<file path="config.mk">
export PLATFORM = sky130hd
export DESIGN_NAME = csp_ctrl
export DESIGN_NICKNAME = d
export VERILOG_FILES = /design/src/csp_pkg.sv /design/src/csp_ctrl.sv
export SDC_FILE = /design/constraint.sdc
export NUM_CORES = 1
export LEC_CHECK = 0
export BUFFER_PORTS_ARGS = -buffer_cell sky130_fd_sc_hd__buf_2
export CORE_AREA = 2 2 39 41
export CTS_CLUSTER_DIAMETER = 30
export DETAILED_ROUTE_END_ITERATION = 8
export DIE_AREA = 0 0 41 43
export PLACE_DENSITY_LB_ADDON = 0.1
export SLEW_MARGIN = 10
export SYNTH_ARGS = -nofsm -noshare
export SYNTH_HDL_FRONTEND = slang
export SYNTH_SLANG_ARGS = --single-unit
export TNS_END_PERCENT = 5
</file>
<file path="constraint.sdc">
create_clock -name clk -period 1.4 [get_ports clk]
set_clock_uncertainty 0.2 [all_clocks]
set_input_delay 0.21 -clock clk [delete_from_list [all_inputs] [get_ports clk]]
set_output_delay 0.21 -clock clk [all_outputs]
set_load 0.01 [all_outputs]
</file>
<file path="src/csp_pkg.sv">
// ----------------------------------------------------------------------------
// csp_pkg
// Shared types for the contour skyline placer: input and result words and
// the command and status groups between the controller and the datapath.
// ----------------------------------------------------------------------------
package csp_pkg;

    // Width of every coordinate and height in the point table and result word.
    localparam int COORD_BITS = 20;

    typedef struct packed {
        logic                  start_new;
        logic [COORD_BITS-1:0] x_left;
        logic [15:0]           block_width;
        logic [15:0]           block_height;
    } csp_in_t;

    typedef struct packed {
        logic [COORD_BITS-1:0] y_bottom;
        logic [COORD_BITS-1:0] packing_width;
        logic [COORD_BITS-1:0] packing_height;
        logic                  overflow;
    } csp_out_t;

    // Commands from the controller to the datapath.
    typedef struct packed {
        logic load;      // capture the input word and clear the scan state
        logic root;      // apply a start word
        logic scan;      // examine the current source point
        logic finish;    // publish the result
    } csp_cmd_t;

    // Status from the datapath to the controller.
    typedef struct packed {
        logic scan_done;
    } csp_sts_t;

endpackage

</file>
<file path="src/csp_ctrl.sv">
// ----------------------------------------------------------------------------
// csp_ctrl
// Sequencer for one placement: load, then for a non-start word scan the contour and finish.
// ----------------------------------------------------------------------------
module csp_ctrl (
    input  logic              clk,
    input  logic              rst_n,
    input  logic              start,
    output logic              busy,
    output csp_pkg::csp_cmd_t cmd,
    input  csp_pkg::csp_sts_t sts,
    input  logic              start_new
);
    import csp_pkg::*;

    typedef enum logic [1:0] {S_IDLE, S_SCAN, S_FIN} state_t;

    state_t state_reg, state_next;

    always_comb
    begin
        state_next = state_reg;
        cmd        = '0;
        case (state_reg)
            S_IDLE:
            begin
                if (start)
                begin
                    cmd.load = 1'b1;
                    if (start_new)
                    begin
                        cmd.root = 1'b1;
                    end
                    else
                    begin
                        state_next = S_SCAN;
                    end
                end
            end
            S_SCAN:
            begin
                cmd.scan = 1'b1;
                if (sts.scan_done)
                begin
                    state_next = S_FIN;
                end
            end
            S_FIN:
            begin
                cmd.finish = 1'b1;
                state_next = S_IDLE;
            end
            default:
            begin
                state_next = S_IDLE;
            end
        endcase
    end

    assign busy = (state_reg != S_IDLE);

    always_ff @(posedge clk or negedge rst_n)
    begin
        if (!rst_n)
        begin
            state_reg <= S_IDLE;
        end
        else
        begin
            state_reg <= state_next;
        end
    end

endmodule

</file>
==> impl_results.md <==
* Total grt overflow at 0
* Setup crit start kind: register
* Instance area at placement at 186.4 um^2
* Clock-pin slew on the worst setup and hold paths at roughly 30 ps
* Number of placed I/O pins at 10
* Area growth from synthesis to layout at 75.73%
* Run status: complete, but fails checks
* Drt pass-1 iters at 1
* Core area at 1384 um^2
* Final-report hold violation count at 0
* Upper clock frequency limit at 678.7 MHz
* Post-layout nets at 32
* Number of maximum-capacitance violations at 0
* Routed via count at between 100 and 150
* Clk sink count at 2
* Minimum setup slack after placement at roughly 160 ps
* Required time at the worst-slack endpoint at approximately 990 ps
* Cell chosen for the clock root: sky130_fd_sc_hd__clkbuf_4
* Setup Viol. Count Final at 2
* Routed length per instance at 7.244 um
* Critical Path End Type: primary output
* Crit Path Class: register to primary output
* CTS resizes at 0
* Hold slack final at approximately 28 ps
* Maximum fanout encountered on the critical timing path at 4
* Utilization of the core after routing at 0.1637
* Horiz. Die Dim at slightly above 40 um
* Final cell area excluding filler cells at roughly 230 um^2
* Total inserted antenna cells at 0
* H-tree depth at 1
* Period minus WS final at 1473 ps
* Wire length after detailed routing at slightly below 300 um
* Number of standard cells in the layout, taps in and fillers out at 41
* Most frequent cells in the layout: sky130_fd_sc_hd__buf_2, sky130_fd_sc_hd__clkbuf_4, sky130_fd_sc_hd__and2_1, sky130_fd_sc_hd__dfrtp_1
* Final Slew Violations at 0
* Antenna violations before repair at 0
* Net count after synthesis at 17
* Flops & latches, synth at 2
* Routability congestion estimate at between 0.5 and 0.6
* Mean post-synth cell area at 10.74 um^2
* Rows at 14
* Number of distinct library cell variants in the gate-level netlist after synthesis at 10
* Post-synthesis sequential area ratio at 0.3883
* Synth Instances at 12
* Total CTS buffers at 3
* Fraction of final layout cells sized beyond drive strength 1 at 0.6400
* Source-to-sink clock delay at the later pin of the worst-skew pair at 220 ps
* Normalized max-slew margin at 0.9024
* Cell total after placement at 36
* Peak supply drop at 0.2178 mV
* Transition at the pin with the smallest max-transition slack at approximately 150 ps
* Fillers at around 160
* Leak at between 0.1 and 0.15 nW
* Leading cell type in the layout, fill and taps excluded: sky130_fd_sc_hd__buf_2
* Violation count after the first detailed-route iteration at 0
* Power per Cell Area at roughly 1200 nW/um^2
* Number of flip-flops in the largest register at 2
* Post-route worst setup slack at -73.35 ps
* Number of global-route vias before repair at 138
* Failing checks: setup timing
* Clock Tree Buf Depth at 2
* WP data arrival at roughly 1100 ps
* PnR Total Power at between 200 and 300 uW
* Wire length of the first global-routing pass at between 400 and 500 um
* Total standard cell area after synthesis at 128.9 um^2
* Share of the clock period used by the worst path at 1.052
* Port Buffer Count at 9
* GRT Total Usage at 0.04719
* Number of antenna-violating nets in the routed design at 0
* Yosys warns at 0
* Die Footprint at ~1800 um^2
* Aggregate negative setup slack at -107.4 ps
* Starting Density at 0.09313
* Setup repair after global routing missed its margin: yes
* Die Span Y at 43 um
* Maximum number of pins on one net before global-route repair at 5
* Hold crit path type: input port to register
* DR DRC count at 0
* Clock tree from TritonCTS: yes
* Via density at roughly 3.1
==> final cells by class <==
type,count,area [um^2],area share
clock buffer,3,22.52,0.09945
inverter,1,3.754,0.01657
multi-input combinational,8,67.56,0.2983
sequential,2,50.05,0.2210
timing repair buffer,11,62.56,0.2762
tap,16,20.02,0.08840
==> cell families after synthesis <==
logic type	synth area share
and+or+nand+nor	0.4078
DFF	0.3884
buffers and inverters	0.08737
AOI/OAI and AO/OA	0.1165
==> worst max-delay path: stages (launching register included) <==
cell	delay, ps
sky130_fd_sc_hd__dfrtp_1	390
sky130_fd_sc_hd__nor3b_2	200
sky130_fd_sc_hd__and2_1	130
sky130_fd_sc_hd__buf_2	120
==> synth_stat cells <==
library cell,instances,share of area
sky130_fd_sc_hd__nand2b_1,1,0.049
sky130_fd_sc_hd__inv_1,1,0.029
sky130_fd_sc_hd__nor3b_2,1,0.097
sky130_fd_sc_hd__nor2b_1,1,0.049
sky130_fd_sc_hd__and2_1,2,0.097
sky130_fd_sc_hd__o2bb2ai_2,1,0.12
sky130_fd_sc_hd__dfrtp_1,2,0.39
sky130_fd_sc_hd__nor2b_2,1,0.068
sky130_fd_sc_hd__or2_1,1,0.049
sky130_fd_sc_hd__buf_4,1,0.058
==> metal layers <==
layer / wire [um] / part of all wire / track usage
met4: 0 / 0 / 0.08000
met2: 177 / 0.60 / 0.05938
met3: 28 / 0.094 / 0.03141
met5: 0 / 0 / 0
met1: 91 / 0.31 / 0.03215
==> report_power, final <==
group / switching [mW] / internal, mW / total [mW]
Combinational: 0.0318 / 0.0388 / 0.0706
Clock: 0.0311 / 0.0944 / 0.126
Sequential: 0.00656 / 0.0648 / 0.0714
==> worst paths after layout <==
path	from	to	slack, ps	cells past startpoint
worst min register to register	state_reg[1]	state_reg[0]	410	2
worst max register to register	state_reg[0]	state_reg[0]	340	2
max in group asynchronous	rst_n	state_reg[1]	800	2
min in group asynchronous	rst_n	state_reg[0]	100	2
worst min-delay path	sts	state_reg[1]	30	2
worst max-delay path	state_reg[0]	cmd[2]	-70	3
==> repair_timing <==
action,in CTS,in global routing
hold endpoints to repair,2,0
setup buffers,0,1
endpoints found under the setup margin,2,4
hold buffers,1,0
pin swaps,0,0
No activity file was read; power rests on OpenSTA's default activity.
